$ cat config.mk
export PLATFORM = sky130hd
export DESIGN_NAME = kab_seq
export DESIGN_NICKNAME = d
export VERILOG_FILES = /design/src/kth_ancestor_binary_lifting_assert.svh /design/src/kab_pkg.sv /design/src/kab_seq.sv
export SDC_FILE = /design/constraint.sdc
export NUM_CORES = 1
export LEC_CHECK = 0
export BUFFER_PORTS_ARGS = -buffer_cell sky130_fd_sc_hd__buf_2
export CAP_MARGIN = 40
export CORE_ASPECT_RATIO = 1.75
export CORE_MARGIN = 4
export CORE_UTILIZATION = 40
export DETAILED_ROUTE_END_ITERATION = 8
export PLACE_DENSITY = 0.64
export SETUP_SLACK_MARGIN = 0.2
export SLEW_MARGIN = 15
export SYNTH_ARGS = -nofsm -noshare
export SYNTH_HDL_FRONTEND = slang
export SYNTH_SLANG_ARGS = --single-unit
$ cat constraint.sdc
create_clock -name clk -period 5.7 [get_ports clk]
set_clock_uncertainty 0.2 [all_clocks]
set_input_delay 0.57 -clock clk [delete_from_list [all_inputs] [get_ports clk]]
set_output_delay 0.57 -clock clk [all_outputs]
set_load 0.01 [all_outputs]
$ cat src/kth_ancestor_binary_lifting_assert.svh
// ----------------------------------------------------------------------------
// kth_ancestor_binary_lifting_assert.svh
// assertion macros for the k-th ancestor block; empty when NO_ASSERTIONS is set
// ----------------------------------------------------------------------------
`ifndef KTH_ANCESTOR_BINARY_LIFTING_ASSERT_SVH
`define KTH_ANCESTOR_BINARY_LIFTING_ASSERT_SVH

`ifndef NO_ASSERTIONS

// antecedent implies consequent in the same cycle
`define KAB_ASSERT_IMP(lbl, ante, cons) \
  lbl: assert property (@(posedge clk) disable iff (!rst_n) (ante) |-> (cons)) \
    else $error("kab assertion failed");

// antecedent implies consequent in the next cycle
`define KAB_ASSERT_NXT(lbl, ante, cons) \
  lbl: assert property (@(posedge clk) disable iff (!rst_n) (ante) |=> (cons)) \
    else $error("kab assertion failed");

`else

`define KAB_ASSERT_IMP(lbl, ante, cons)
`define KAB_ASSERT_NXT(lbl, ante, cons)

`endif

`endif

$ cat src/kab_pkg.sv
// ----------------------------------------------------------------------------
// kab_pkg
// shared constants and types of the k-th ancestor block
// ----------------------------------------------------------------------------
`default_nettype none

package kab_pkg;

  // field widths
  localparam int NODE_W = 10;
  localparam int KIND_W = 2;

  // default sizes
  localparam int DEF_MAX_NODES   = 1024;
  localparam int DEF_LIFT_LEVELS = 10;

  // depth saturates here
  localparam logic [NODE_W-1:0] DEPTH_MAX = '1;

  // item kinds
  localparam logic [KIND_W-1:0] KIND_ROOT   = 2'd0;
  localparam logic [KIND_W-1:0] KIND_ATTACH = 2'd1;
  localparam logic [KIND_W-1:0] KIND_QUERY  = 2'd2;

  // table access strobes from the sequencer
  typedef struct packed {
    logic anc_we;
    logic anc_re;
    logic dep_we;
    logic dep_re;
  } tbl_ctl_t;

endpackage

`default_nettype wire

$ cat src/kab_seq.sv
// ----------------------------------------------------------------------------
// kab_seq
// item sequencer: root fill, level-by-level lifting, query climb, result word
// ----------------------------------------------------------------------------
`default_nettype none

module kab_seq
  import kab_pkg::*;
#(
  parameter int MAX_NODES   = DEF_MAX_NODES,
  parameter int LIFT_LEVELS = DEF_LIFT_LEVELS,
  parameter int LVL_W       = (LIFT_LEVELS > 1) ? $clog2(LIFT_LEVELS) : 1
) (
  input  wire logic              clk,
  input  wire logic              rst_n,
  input  wire logic              in_valid,
  output logic                   in_stall,
  input  wire logic [KIND_W-1:0] in_kind,
  input  wire logic [NODE_W-1:0] in_node,
  input  wire logic [NODE_W-1:0] in_parent,
  input  wire logic [NODE_W-1:0] in_steps,
  output logic                   out_valid,
  input  wire logic              out_stall,
  output logic      [NODE_W-1:0] out_ancestor,
  output logic                   out_found,
  output tbl_ctl_t               ctl,
  output logic      [NODE_W-1:0] anc_wnode,
  output logic      [LVL_W-1:0]  anc_wlvl,
  output logic      [NODE_W-1:0] anc_wdata,
  output logic      [NODE_W-1:0] anc_rnode,
  output logic      [LVL_W-1:0]  anc_rlvl,
  input  wire logic [NODE_W-1:0] anc_rdata,
  output logic      [NODE_W-1:0] dep_wnode,
  output logic      [NODE_W-1:0] dep_wdata,
  output logic      [NODE_W-1:0] dep_rnode,
  input  wire logic [NODE_W-1:0] dep_rdata
);

  typedef enum logic [7:0] {
    S_IDLE   = 8'b0000_0001,
    S_ROOT   = 8'b0000_0010,
    S_ATT    = 8'b0000_0100,
    S_LIFT   = 8'b0000_1000,
    S_ADEP   = 8'b0001_0000,
    S_QDEP   = 8'b0010_0000,
    S_QCLIMB = 8'b0100_0000,
    S_QDONE  = 8'b1000_0000
  } state_t;

  localparam logic [LVL_W-1:0] LVL_LAST = LVL_W'(LIFT_LEVELS - 1);
  localparam logic [LVL_W-1:0] LVL_ONE  = LVL_W'(1);

  state_t            state_r, state_nxt;
  logic [LVL_W-1:0]  lv_r, lv_nxt;
  logic [NODE_W-1:0] node_r, node_nxt;
  logic [NODE_W-1:0] par_r, par_nxt;
  logic [NODE_W-1:0] steps_r, steps_nxt;
  logic [NODE_W-1:0] sh_r, sh_nxt;
  logic [NODE_W-1:0] cur_r, cur_nxt;
  logic              qok_r, qok_nxt;
  logic              out_valid_r, out_valid_nxt;
  logic [NODE_W-1:0] out_ancestor_r, out_ancestor_nxt;
  logic              out_found_r, out_found_nxt;

  logic              accept;
  logic              node_ok;
  logic              par_ok;
  logic              lv_last;
  logic              out_free;
  logic              hit;
  logic [NODE_W-1:0] climb_v;

  assign in_stall     = (state_r != S_IDLE);
  assign accept       = in_valid && !in_stall;
  assign node_ok      = (32'(in_node) < MAX_NODES);
  assign par_ok       = (32'(in_parent) < MAX_NODES);
  assign lv_last      = (lv_r == LVL_LAST);
  assign out_free     = !out_valid_r || !out_stall;
  assign hit          = qok_r && (steps_r <= dep_rdata);
  assign climb_v      = sh_r[0] ? anc_rdata : cur_r;

  assign out_valid    = out_valid_r;
  assign out_ancestor = out_ancestor_r;
  assign out_found    = out_found_r;

  // next state, table strobes and addresses
  always_comb begin
    state_nxt        = state_r;
    lv_nxt           = lv_r;
    node_nxt         = node_r;
    par_nxt          = par_r;
    steps_nxt        = steps_r;
    sh_nxt           = sh_r;
    cur_nxt          = cur_r;
    qok_nxt          = qok_r;
    out_valid_nxt    = out_valid_r;
    out_ancestor_nxt = out_ancestor_r;
    out_found_nxt    = out_found_r;
    ctl              = '0;
    anc_wnode        = node_r;
    anc_wlvl         = lv_r;
    anc_wdata        = node_r;
    anc_rnode        = cur_r;
    anc_rlvl         = lv_r;
    dep_wnode        = node_r;
    dep_wdata        = '0;
    dep_rnode        = node_r;

    // result word drains
    if (out_valid_r && !out_stall) begin
      out_valid_nxt = 1'b0;
    end

    unique case (state_r)
      S_IDLE: begin
        if (accept) begin
          node_nxt  = in_node;
          par_nxt   = in_parent;
          steps_nxt = in_steps;
          sh_nxt    = in_steps;
          lv_nxt    = '0;
          case (in_kind)
            KIND_ROOT: begin
              if (node_ok) begin
                state_nxt = S_ROOT;
              end
            end
            KIND_ATTACH: begin
              if (node_ok && par_ok) begin
                state_nxt = S_ATT;
              end
            end
            KIND_QUERY: begin
              qok_nxt   = node_ok;
              cur_nxt   = '0;
              state_nxt = node_ok ? S_QDEP : S_QDONE;
            end
            default: begin
              state_nxt = S_IDLE;
            end
          endcase
        end
      end

      // every level of the root row points at the root; level zero also sets depth zero
      S_ROOT: begin
        ctl.anc_we = 1'b1;
        anc_wdata  = node_r;
        ctl.dep_we = (lv_r == '0);
        dep_wdata  = '0;
        if (lv_last) begin
          state_nxt = S_IDLE;
        end else begin
          lv_nxt = lv_r + LVL_ONE;
        end
      end

      // level zero is the parent; fetch parent depth and, with more than one level, parent level zero
      S_ATT: begin
        ctl.anc_we = 1'b1;
        anc_wlvl   = '0;
        anc_wdata  = par_r;
        ctl.dep_re = 1'b1;
        dep_rnode  = par_r;
        if (LIFT_LEVELS > 1) begin
          ctl.anc_re = 1'b1;
          anc_rnode  = par_r;
          anc_rlvl   = '0;
          lv_nxt     = LVL_ONE;
          state_nxt  = S_LIFT;
        end else begin
          state_nxt = S_ADEP;
        end
      end

      // write this level and fetch the next one from the value just written
      S_LIFT: begin
        ctl.anc_we = 1'b1;
        anc_wdata  = anc_rdata;
        if (lv_last) begin
          state_nxt = S_ADEP;
        end else begin
          ctl.anc_re = 1'b1;
          anc_rnode  = anc_rdata;
          anc_rlvl   = lv_r;
          lv_nxt     = lv_r + LVL_ONE;
        end
      end

      // child depth is parent depth plus one, saturating
      S_ADEP: begin
        ctl.dep_we = 1'b1;
        dep_wdata  = (dep_rdata == DEPTH_MAX) ? DEPTH_MAX : dep_rdata + NODE_W'(1);
        state_nxt  = S_IDLE;
      end

      // fetch node depth and the first hop
      S_QDEP: begin
        ctl.dep_re = 1'b1;
        dep_rnode  = node_r;
        ctl.anc_re = 1'b1;
        anc_rnode  = node_r;
        anc_rlvl   = '0;
        cur_nxt    = node_r;
        lv_nxt     = '0;
        state_nxt  = S_QCLIMB;
      end

      // take the hop where the step bit is set, prefetch the next level
      S_QCLIMB: begin
        cur_nxt = climb_v;
        sh_nxt  = sh_r >> 1;
        if (lv_last) begin
          state_nxt = S_QDONE;
        end else begin
          ctl.anc_re = 1'b1;
          anc_rnode  = climb_v;
          anc_rlvl   = lv_r + LVL_ONE;
          lv_nxt     = lv_r + LVL_ONE;
        end
      end

      // load the result word once the output register is free
      S_QDONE: begin
        if (out_free) begin
          out_valid_nxt    = 1'b1;
          out_found_nxt    = hit;
          out_ancestor_nxt = hit ? cur_r : '0;
          state_nxt        = S_IDLE;
        end
      end

      default: begin
        state_nxt = S_IDLE;
      end
    endcase
  end

  // control registers
  always_ff @(posedge clk) begin
    if (!rst_n) begin
      state_r     <= S_IDLE;
      out_valid_r <= 1'b0;
    end else begin
      state_r     <= state_nxt;
      out_valid_r <= out_valid_nxt;
    end
  end

  // payload registers
  always_ff @(posedge clk) begin
    lv_r           <= lv_nxt;
    node_r         <= node_nxt;
    par_r          <= par_nxt;
    steps_r        <= steps_nxt;
    sh_r           <= sh_nxt;
    cur_r          <= cur_nxt;
    qok_r          <= qok_nxt;
    out_ancestor_r <= out_ancestor_nxt;
    out_found_r    <= out_found_nxt;
  end

endmodule

`default_nettype wire

=== Word-level counts from Yosys, hierarchy flattened ===
Cells that the tools add are included.
Widths: inputs -> output; s select.

* Shift-type cells: 0
* Add/subtract/negate cells: 2
* Divide/modulo/power cells: 0
* Mux-type cells: 33
* Multipliers: 0
* $lt $le $gt $ge: 1
* Equal/unequal tests: 19
* Bitwise logic cells: 0
* Reduce and logical (&&, ||, !) cells: 21

{| class="wikitable"
|+ Operators by type and width
! cell !! number
|-
| $mux 10 || 9
|-
| $pmux 8 s7 || 1
|-
| $mux 8 || 5
|-
| $pmux 10 s2 || 2
|-
| $pmux 10 s4 || 1
|-
| $pmux 10 s3 || 1
|-
| $pmux 6 s3 || 1
|-
| $pmux 4 s4 || 1
|-
| $mux 4 || 3
|-
| $add 10x1->10 const B || 1
|-
| $eq 10x10->1 const B || 1
|-
| $le 10x10->1 || 1
|-
| $ne 2x2->1 const B || 5
|-
| $eq 8x1->1 const B || 1
|-
| $eq 8x2->1 const B || 1
|-
| $eq 8x3->1 const B || 1
|-
| $eq 8x4->1 const B || 1
|-
| $eq 8x5->1 const B || 1
|-
| $eq 8x6->1 const B || 1
|-
| $eq 8x7->1 const B || 1
|-
| $eq 8x8->1 const B || 1
|-
| $ne 8x1->1 const B || 1
|-
| $pmux 4 s2 || 1
|-
| $reduce_and 2->1 || 4
|-
| 19 further kinds || 30
|}

* Bits of input ports: 56
* Flip-flop bits (word level): 74
* Bits in read-only memories: 0
* Word-level logic and storage cells: 86
* Memories: 0
* Output and inout bits: 85
* RAM bits: 0
* Latch bits: 0

=== Longest topological paths before layout ===
Gate-level depths: netlist of the first run.

* Depth after elaboration: 5
* Depth in mapped cells: 8
* Depth with buffers taken out: 7

=== Least setup slack after synthesis of the first run ===
OpenSTA, ideal clock, no wires.

* Path kind: register to output
* From: register state_r[5]
* To: output dep_rnode[1]
* Setup slack: 3028 ps
* Cell stages (with the launch flop): 7
* Data required time: 4930 ps
* Arrival: 1902 ps
* Buffers on the path: 3
* Cell sequence: dfxtp_1 > clkbuf_1 > or4_4 > and4bb_1 > buf_4 > buf_2 > mux2_2

* Cells in the longest elaborated chain, start to end: 2

{| class="wikitable"
|+ RTL lines
! what !! line !! text
|-
| from (decl) || kab_seq.sv:53 || <nowiki>state_t state_r, state_nxt;</nowiki>
|-
| from (signal assigned) || kab_seq.sv:245 || <nowiki>state_r <= state_nxt;</nowiki>
|-
| $eq 8x3->1 || kab_seq.sv:114 || <nowiki>unique case (state_r)</nowiki>
|-
| $mux 10 || kab_seq.sv:114 ||
|-
| to (decl) || kab_seq.sv:35 || <nowiki>output logic [NODE_W-1:0] dep_rnode,</nowiki>
|}

No other way between the ends.

=== Final worst setup path of the first run ===
* From: register state_r[1]
* To: output anc_rlvl[2]

* Cells in the longest elaborated chain, start to end: 3
* Elaborated cells between the ends (all ways): 5
* Those cells by class: 3 x eq/ne; 1 x mux; 1 x reduce/logical

{| class="wikitable"
|+ RTL lines
! what !! line !! text
|-
| $eq 8x3->1 or $eq 8x6->1 (tied branches) || kab_seq.sv:114 ||
|-
| $reduce_or 2->1 (no line) || - ||
|-
| $pmux 4 s2 * || kab_seq.sv:114 ||
|-
| to (decl) || kab_seq.sv:31 || <nowiki>output logic [LVL_W-1:0] anc_rlvl,</nowiki>
|}

Mark *: on every way between the ends. The rest lies on a longest branch, timed or not.

==> impl_metrics.yaml, run 1 <==
drt:
  wl_met2_mm: 6.126
  post_drt_wl_per_cell_um: 16.63
  ant_nets: 0
  route.detailed.drc: 0
  drtIter0Drc: 189
  first_pass_iters: 5
  vias: 3799
  top_layer: "met4"
  routed_wl_mm: 11.59
  wl_met3_um: 758
  via_per_inst: 5.451
  wl_met1_mm: 4.466
yosys:
  syn_nets: 505
  netlist_instances: 435
  synthFlopType: "edfxtp_1"
  synth_seq_cells: 74
  synth_area_per_cell_um2: 10.10
  async_flop_share: 0
  seq_area_frac_synth: 0.4851
  yosysTopAreaCell: "edfxtp_1"
  synth_top_area_share: 0.4441
  yosysUniqueCellTypes: 59
  yosysWarnings: 0
  syn_area_um2: 4395
  synth_edf_count: 65
  synth_area_leaders: "edfxtp_1 44%, nand2_1 5.6%, dfxtp_1 4.1%, ha_1 4.0%, mux2i_1 2.7%"
outcome:
  status: "finished clean"
setup_path:
  cp-startpoint: "state_r[1]"
  r2r_start: "state_r[6]"
  crit_fanout: 15
  critPathKind: "reg2out"
  cp.arrival_ns: 2.84
  cp-start-kind: "register"
  worstPathRequired_ns: 4.93
  endpoint_kind: "output pin"
timing:
  finalSetupTns_ns: 0
  post-route-min-period_ns: 3.608
  relSlewSlack: 0.5170
  hold_violations: 0
  whs_ns: 0.2114
  tightest_slew_ns: 0.7245
  setup_viol: 0
  finalCritPeriodShare: 0.6329
  slew_viol_final: 0
  grt_setup_unrepaired: "false"
  fmax_mhz: 277.2
global_routing:
  antenna_found_initial: 0
  grt-ovfl-total: 0
  grt_pass1_wl_mm: 18.64
  grt_use_total: 0.1859
  grt_max_degree: 25
  grt_pass1_vias: 3845
cells_and_area:
  instances_no_fill: 697
  diodes: 0
  drive_gt1_frac: 0.3228
  final_core_util: 0.5137
  fillers: 987
  final_nets: 632
  area_delta_synth_final_pct: 25.02
power:
  p_sw_uw: 464.2
  p_sw_frac: 0.2801
  p_seq_frac: 0.428
  ir_worst_vdd_mv: 0.2007
  power_density_nw_per_um2: 301.5
  intPower_mw: 1.193
  design_power_total_mw: 1.657
  p_clk_frac: 0.363
  pwr-share-comb: 0.209
  p_leak_nw: 2.468
clock_tree:
  cts_resized: 0
  cts_setup_buffers: 0
  cts_buffer_depth: 2
  cts_made_buffers: 9
  cts_sinks: 74
  cts_root_buf: "clkbuf_16"
  clk_latency_ns: 0.33
  cts_tree: "built"
  h-tree-depth: 3
  path_clk_slew_ns: 0.06
  cts_hold_buf: 0
die:
  fp.dieW_um: 87.24
  start_util: 0.4109
  io_pins: 141
  core_um2: 10700
  dieArea_um2: 12800
  die_h_um: 146.7
  row_count: 50
flow_run:
  cap_viol_max_count: 0
place:
  place_hpwl_mm: 9.111
  portBuffers: 140
  dp.cells: 680
  gp_congestion: 0.8623
min_path:
  hp-class: "in2reg"
  hold_start: "in_node[7]"
-- final cells by class --
class | count | area (µm²) | area share
multi-input cells | 309 | 2014 | 0.3666
repair buffers | 149 | 795.8 | 0.1448
inverters | 19 | 71.32 | 0.01298
clock inverters | 7 | 93.84 | 0.01708
flip-flops and latches | 74 | 2132 | 0.3880
well taps | 130 | 162.7 | 0.02960
clock buffers | 9 | 225.2 | 0.04098
-- routing by layer --
| metal | vias to the layer above | global-route usage |
|---|---|---|
| li1 | 1853 | - |
| met1 | 1785 | 0.2018 |
| met2 | 144 | 0.3323 |
| met3 | 17 | 0.04348 |
| met4 | 0 | 0.08218 |
| met5 | - | 0 |
-- state kept, by name, summed over array words and instances, names as in the netlist --
name	count
anc_wnode	10
cur_r	10
lv_r	4
out_ancestor	10
out_found	1
out_valid	1
par_r	10
sh_r	10
state_r	8
steps_r	10
-- Yosys cell counts (all sizes together), types with 2 or more instances --
| cell type | instances |
|---|---|
| mux2 | 11 |
| xor2 | 2 |
| and3 | 4 |
| nor2b | 6 |
| nand3 | 11 |
| nand4 | 4 |
| nor2 | 29 |
| o22ai | 2 |
| o21a | 2 |
| dfxtp | 9 |
| a21o | 15 |
| xnor2 | 6 |
| nor4 | 5 |
| o2bb2ai | 9 |
| buf | 19 |
| a221o | 9 |
| ha | 14 |
| mux2i | 12 |
| edfxtp | 65 |
| a22oi | 10 |
| nor3b | 2 |
| o21ai | 24 |
| clkbuf | 14 |
| or2 | 4 |
| a21oi | 12 |
| inv | 19 |
| a221oi | 2 |
| and2 | 13 |
| a211oi | 3 |
| or4 | 3 |
| nor3 | 8 |
| nand2b | 2 |
| nand2 | 66 |
| o31ai | 2 |
-- power groups by stage --
stage                     registers, mW  clock network (mW)  logic [mW]
after floorplan                   0.704                   0       0.226
after global placement            0.720                   0       0.333
after detailed placement          0.721                   0       0.348
after CTS                         0.709               0.614       0.350
after global routing              0.717               0.639       0.386
final                             0.710               0.601       0.346
-- worst max-delay path, stage by stage (launching register included) --
cell,delay (ns)
dfxtp_1,0.45
nor4_1,0.51
nand4b_1,0.53
buf_4,0.39
nor2_1,0.25
nand2_1,0.08
o21ai_0,0.14
buf_2,0.15
-- worst paths after layout --
kind	end	slack, ns	depth (start not counted)
max reg2reg	cur_r[5]	2.93	6
max	anc_rlvl[2]	2.09	7
min reg2reg	sh_r[3]	0.32	2
min	anc_wnode[7]	0.21	1
-- logic make-up after synthesis --
kind of cell | share of synthesized area
compound gates | 0.1560
simple gates | 0.1902
flops | 0.4851
mux | 0.05636
fa+ha+maj | 0.03985
xor+xnor | 0.01594
buf+inv | 0.05665
-- cells in the final DEF, fill, tap and decap left out, types with 2 or more instances in the layout --
cell type  count
o2bb2ai_1      9
nor3_1         7
mux2_2        10
mux2i_1       12
nand2b_1       2
nand4_1        4
a211oi_1       3
or2_2          3
nor4_1         4
a22oi_1       10
bufinv_16      2
and2_1        13
o21a_1         2
clkinv_4       2
or4_4          2
xor2_1         2
nand2_1       66
edfxtp_1      65
clkbuf_16      9
xnor2_1        6
o21ai_0       23
and3_1         4
a21oi_1       12
o22ai_1        2
buf_2        140
a221o_1        9
nand3_1       11
nor2b_1        6
a221oi_1       2
dfxtp_1        9
a21o_1        15
buf_4          7
o31ai_1        2
ha_1          14
inv_1         19
nor2_1        29
nor3b_1        2
-- through the flow --
stage	setup WS (ns)	cell area, µm²
finish	2.092	5495
global route	1.784	5495
CTS	2.042	5488
detailed placement	2.416	5169
global placement	2.274	5104
floorplan	3.028	4395
(Power assumes the default switching activity.)
==> run 2: changes to the inputs <==
PLACE_DENSITY = 0.67   (was 0.64)
clock period = 3.3 ns   (was 5.7 ns; I/O delays follow)
==> impl_metrics.yaml, run 2 (synthesis gave the netlist of run 1 again) <==
setup_path:
  path_buf_inv: 2
  cp_top_family: "simple AND/OR/NAND/NOR gates"
  cp-startpoint: "state_r[2]"
  endpoint: "anc_rnode[5]"
  cp.arrival_ns: 2.46
  r2r_start: "state_r[2]"
  cp-start-kind: "register"
  worstPathRequired_ns: 2.77
  crit_fanout: 12
  reg2reg_depth: 6
  rr_endpoint: "lv_r[0]"
  worstPathCellList: "buf_4, nor2b_1, a22oi_1, nor2_1, o21ai_0, nand2_1, buf_2"
  reg2reg_slack_ns: 0.57
  critPathKind: "reg2out"
  cp_slowest_stage_delay_ns: 0.72
  cp_slowest_cell: "nor2b_1"
  cp_num_cells: 7
  endpoint_kind: "output pin"
power:
  p_sw_frac: 0.2905
  power_density_nw_per_um2: 486.5
  p_clk_frac: 0.346
  intPower_mw: 2.014
  ir_worst_vdd_mv: 0.4265
  p_leak_nw: 2.620
  p_seq_frac: 0.433
  p_sw_uw: 824.6
  pwr-share-comb: 0.221
timing:
  slew_viol_final: 0
  layout_setup_ws_ns: 0.3088
  hold_violations: 0
  setup_viol: 0
  fmax_mhz: 334.3
  finalCritPeriodShare: 0.9064
  tightest_slew_ns: 0.8777
  grt_setup_unrepaired: "false"
  finalSetupTns_ns: 0
  post-route-min-period_ns: 2.991
  relSlewSlack: 0.4137
cells_and_area:
  area_delta_synth_final_pct: 32.76
  drive_gt1_frac: 0.3228
  final_nets: 669
  layout_common_cells: "140 x buf_2, 65 x nand2_1, 65 x edfxtp_1"
  fillers: 946
  final_common_cell: "buf_2"
  multiInputGateArea_um2: 2031
  register_area_um2: 2135
  diodes: 0
drt:
  first_pass_iters: 4
  routed_wl_mm: 12.63
  via_per_inst: 5.436
  route.detailed.drc: 0
  drtIter0Drc: 237
  ant_nets: 0
  vias: 3990
  post_drt_wl_per_cell_um: 17.20
global_routing:
  grt_max_degree: 27
  grt_pass1_vias: 4076
  antenna_found_initial: 0
  grt-ovfl-total: 0
  grt_pass1_wl_mm: 19.65
  grt_use_total: 0.1946
clock_tree:
  clk_latency_ns: 0.34
  cts_root_buf: "clkbuf_16"
  h-tree-depth: 3
  cts_sinks: 74
  cts_made_buffers: 9
  cts_tree: "built"
  path_clk_slew_ns: 0.06
  cts_buffer_depth: 2
die:
  dieArea_um2: 12800
  row_count: 50
  die_h_um: 146.7
  fp.dieW_um: 87.24
  io_pins: 141
  start_util: 0.4109
  core_um2: 10700
place:
  portBuffers: 140
  gp_congestion: 0.8816
  place_hpwl_mm: 9.502
  place_ws_ns: 0.4413
outcome:
  status: "finished clean"
flow_run:
  cap_viol_max_count: 0
min_path:
  hp-class: "in2reg"
run 2: worst reg2reg max path, delay by kind of cell (launching register included):
family | cells | cell delay, ns
AOI/OAI and AO/OA | 2 | 0.40
DFF | 1 | 0.35
buffers and inverters | 1 | 0.19
and+or+nand+nor | 3 | 1.28
run 2: cell type report:
| type | instances | area share |
|---|---|---|
| clock buffers | 9 | 0.03859 |
| clock inverters | 7 | 0.01308 |
| inverters | 19 | 0.01222 |
| multi-input cells | 309 | 0.3480 |
| flip-flops and latches | 74 | 0.3658 |
| well taps | 130 | 0.02787 |
| repair buffers | 186 | 0.1945 |
run 2: worst min path at each step:
stage	from	end	cells after the start
global route	rst_n	state_r[0]	2
global placement	sh_r[9]	sh_r[8]	2
detailed placement	sh_r[4]	sh_r[3]	2
floorplan	in_kind[1]	state_r[2]	1
finish	rst_n	state_r[0]	2
CTS	rst_n	state_r[0]	2
run 2: per-layer routing:
metal / vias up / share of wire / GRT usage
met5: - / 0 / 0
met4: 0 / 0.029 / 0.08756
met3: 28 / 0.059 / 0.03953
met2: 169 / 0.53 / 0.3486
met1: 1872 / 0.38 / 0.2137
li1: 1921 / - / -
run 2: stage by stage:
step	util	instances	power, mW	cell area [µm²]	hold slack [ns]
CTS	0.5423	732	2.861	5802	0.05222
finish	0.5455	734	2.839	5836	0.07353
global route	0.5455	734	2.970	5836	0.07996
global placement	0.4841	685	1.820	5179	0.3010
floorplan	-	435	1.606	4395	0.2058
detailed placement	0.4841	685	1.837	5179	0.3066
run 2: power by group through the flow:
| stage | clock [mW] | combinational (mW) | sequential, mW |
|---|---|---|---|
| after floorplan | 0 | 0.391 | 1.22 |
| after global placement | 0 | 0.580 | 1.24 |
| after detailed placement | 0 | 0.592 | 1.24 |
| after CTS | 1.01 | 0.627 | 1.23 |
| after global routing | 1.04 | 0.692 | 1.24 |
| final | 0.982 | 0.628 | 1.23 |
run 2: repair_timing:
item | in CTS | in global routing
buffers inserted | 0 | 1
gates cloned | 0 | 1
endpoints found under the hold margin | 31 | 0
pin swaps | 0 | 1
gates resized for setup | 3 | 7
hold buffers | 31 | 0
setup endpoints to repair | 18 | 29
==> run 3: changes to the inputs <==
ABC_AREA = 1   (was not set)
PLACE_DENSITY = 0.66   (was 0.67)
==> impl_metrics.yaml, run 3 <==
die:
  core_um2: 11100
  dieArea_um2: 13150
  row_count: 51
  die_h_um: 148.7
  start_util: 0.4077
  fp.dieW_um: 88.42
  io_pins: 141
timing:
  whs_ns: 0.06119
  tightest_slew_ns: 0.7211
  grt_setup_unrepaired: "false"
  fmax_mhz: 367.9
  slew_viol_final: 0
  relSlewSlack: 0.5193
  hold_violations: 0
  post-route-min-period_ns: 2.718
  finalSetupTns_ns: 0
  setup_viol: 0
  finalCritPeriodShare: 0.8237
global_routing:
  grt_max_degree: 29
  grt-ovfl-total: 0
  grt_use_total: 0.1991
  grt_pass1_vias: 4433
  grt_pass1_wl_mm: 20.33
  antenna_found_initial: 0
yosys:
  yosysUniqueCellTypes: 35
  yosysWarnings: 0
  synth_seq_cells: 74
  yosysTopAreaCell: "edfxtp_1"
  synthTopCellsByCount: "108 x nand2_1, 65 x edfxtp_1, 65 x nor2_1"
  synth_top_area_share: 0.4312
  netlist_instances: 540
  synth.most_common_cell: "nand2_1"
  async_flop_share: 0
  synth_edf_count: 65
  seq_area_frac_synth: 0.4710
  syn_area_um2: 4527
  synth_area_leaders: "edfxtp_1 43%, nand2_1 9.0%, nor2_1 5.4%, inv_1 4.7%, a21oi_1 4.0%"
  synth_area_per_cell_um2: 8.383
  synthFlopType: "edfxtp_1"
  syn_nets: 610
drt:
  ant_nets: 0
  first_pass_iters: 4
  vias: 4297
  route.detailed.drc: 0
  routed_wl_mm: 12.70
  via_per_inst: 5.134
  drtIter0Drc: 200
  post_drt_wl_per_cell_um: 15.17
clock_tree:
  cts_setup_buffers: 0
  path_clk_slew_ns: 0.06
  cts_root_buf: "clkbuf_16"
  cts_made_buffers: 9
  clk_latency_ns: 0.33
  cts_tree: "built"
  cts_sinks: 74
  cts_buffer_depth: 2
  h-tree-depth: 3
cells_and_area:
  area_delta_synth_final_pct: 30.29
  drive_gt1_frac: 0.2809
  layout_common_cells: "140 x buf_2, 108 x nand2_1, 65 x edfxtp_1"
  final_core_util: 0.5312
  final_common_cell: "buf_2"
  fillers: 1068
  final_area_um2: 5898
  final_nets: 770
  diodes: 0
setup_path:
  worstPathCellList: "nor2_2, nand2_2, nor2_4, inv_1, nand2_2, o221ai_1, buf_2"
  cp_slowest_stage_delay_ns: 0.50
  crit_fanout: 27
  worstPathRequired_ns: 2.77
  cp-start-kind: "register"
  cp_common_cell: "nand2_2"
  endpoint_kind: "output pin"
  cp_slowest_cell: "nor2_4"
  cp_top_family: "simple AND/OR/NAND/NOR gates"
  cp.arrival_ns: 2.19
  path_buf_inv: 2
  critPathKind: "reg2out"
place:
  gp_congestion: 0.8575
  placed_cell_area_um2: 5269
  portBuffers: 140
  place_hpwl_mm: 9.444
flow_run:
  cap_viol_max_count: 0
min_path:
  hp-class: "in2reg"
power:
  design_power_total_mw: 4.065
  power_density_nw_per_um2: 689.2
  p_leak_nw: 2.861
  ir_worst_vdd_mv: 0.4425
outcome:
  status: "finished clean"
## run 3: metal layers
layer	vias up	global-route usage	wire [µm]
met3	38	0.03759	765
met4	0	0.09985	506
met1	1947	0.2155	4733
li1	2119	-	-
met5	-	0	0
met2	193	0.3587	6690
## run 3: worst reg2reg max path, cell delays in order, from the launching register on
cell,delay (ns)
dfxtp_1,0.34
inv_1,0.10
nand2_2,0.09
nor2_8,0.18
nand2_2,0.14
nor2_2,0.52
buf_4,0.40
## run 3: cells by family after synthesis
logic type / count (synthesis) / synth area share
adders and majority gates: 14 / 0.03870
xor gates and xnor gates: 6 / 0.01161
DFF: 74 / 0.4710
and+or+nand+nor: 251 / 0.2543
buffers and inverters: 96 / 0.09508
AOI/OAI and AO/OA: 99 / 0.1294
## run 3: worst paths after layout
path / start / endpoint / slack [ns] / depth (start not counted)
worst max-delay path: state_r[6] / anc_wdata[3] / 0.58 / 7
worst min-delay path: rst_n / state_r[1] / 0.06 / 3
worst max register to register: state_r[6] / anc_wnode[1] / 1.00 / 6
worst min register to register: out_valid / out_valid / 0.31 / 2
## run 3: cell type report
class,count,area (µm²),share of cell area
Clock buffer,11,252.7,0.04285
Clock inverter,5,76.32,0.01294
Inverter,69,259.0,0.04391
Multi-Input combinational cell,370,1967,0.3335
Sequential cell,74,2132,0.3615
Tap cell,132,165.2,0.02800
Timing Repair Buffer,176,1046,0.1773
## run 3: repair_timing
action,CTS,global route
gates resized for setup,0,0
hold buffers,30,0
endpoints found under the hold margin,30,0
## run 3: power by group
group	internal (mW)	switching (mW)	total, mW
clock	0.699	0.362	1.06
combinational	0.525	0.943	1.47
sequential	1.36	0.179	1.54
total	2.58	1.48	4.06
## run 3: per-stage QoR
| stage | worst slack, ns | instances |
|---|---|---|
| after floorplan | 0.6369 | 540 |
| after global placement | 0.9496 | 790 |
| after detailed placement | 0.8741 | 791 |
| after CTS | 0.5726 | 837 |
| after global routing | 0.3100 | 837 |
| final | 0.5819 | 837 |
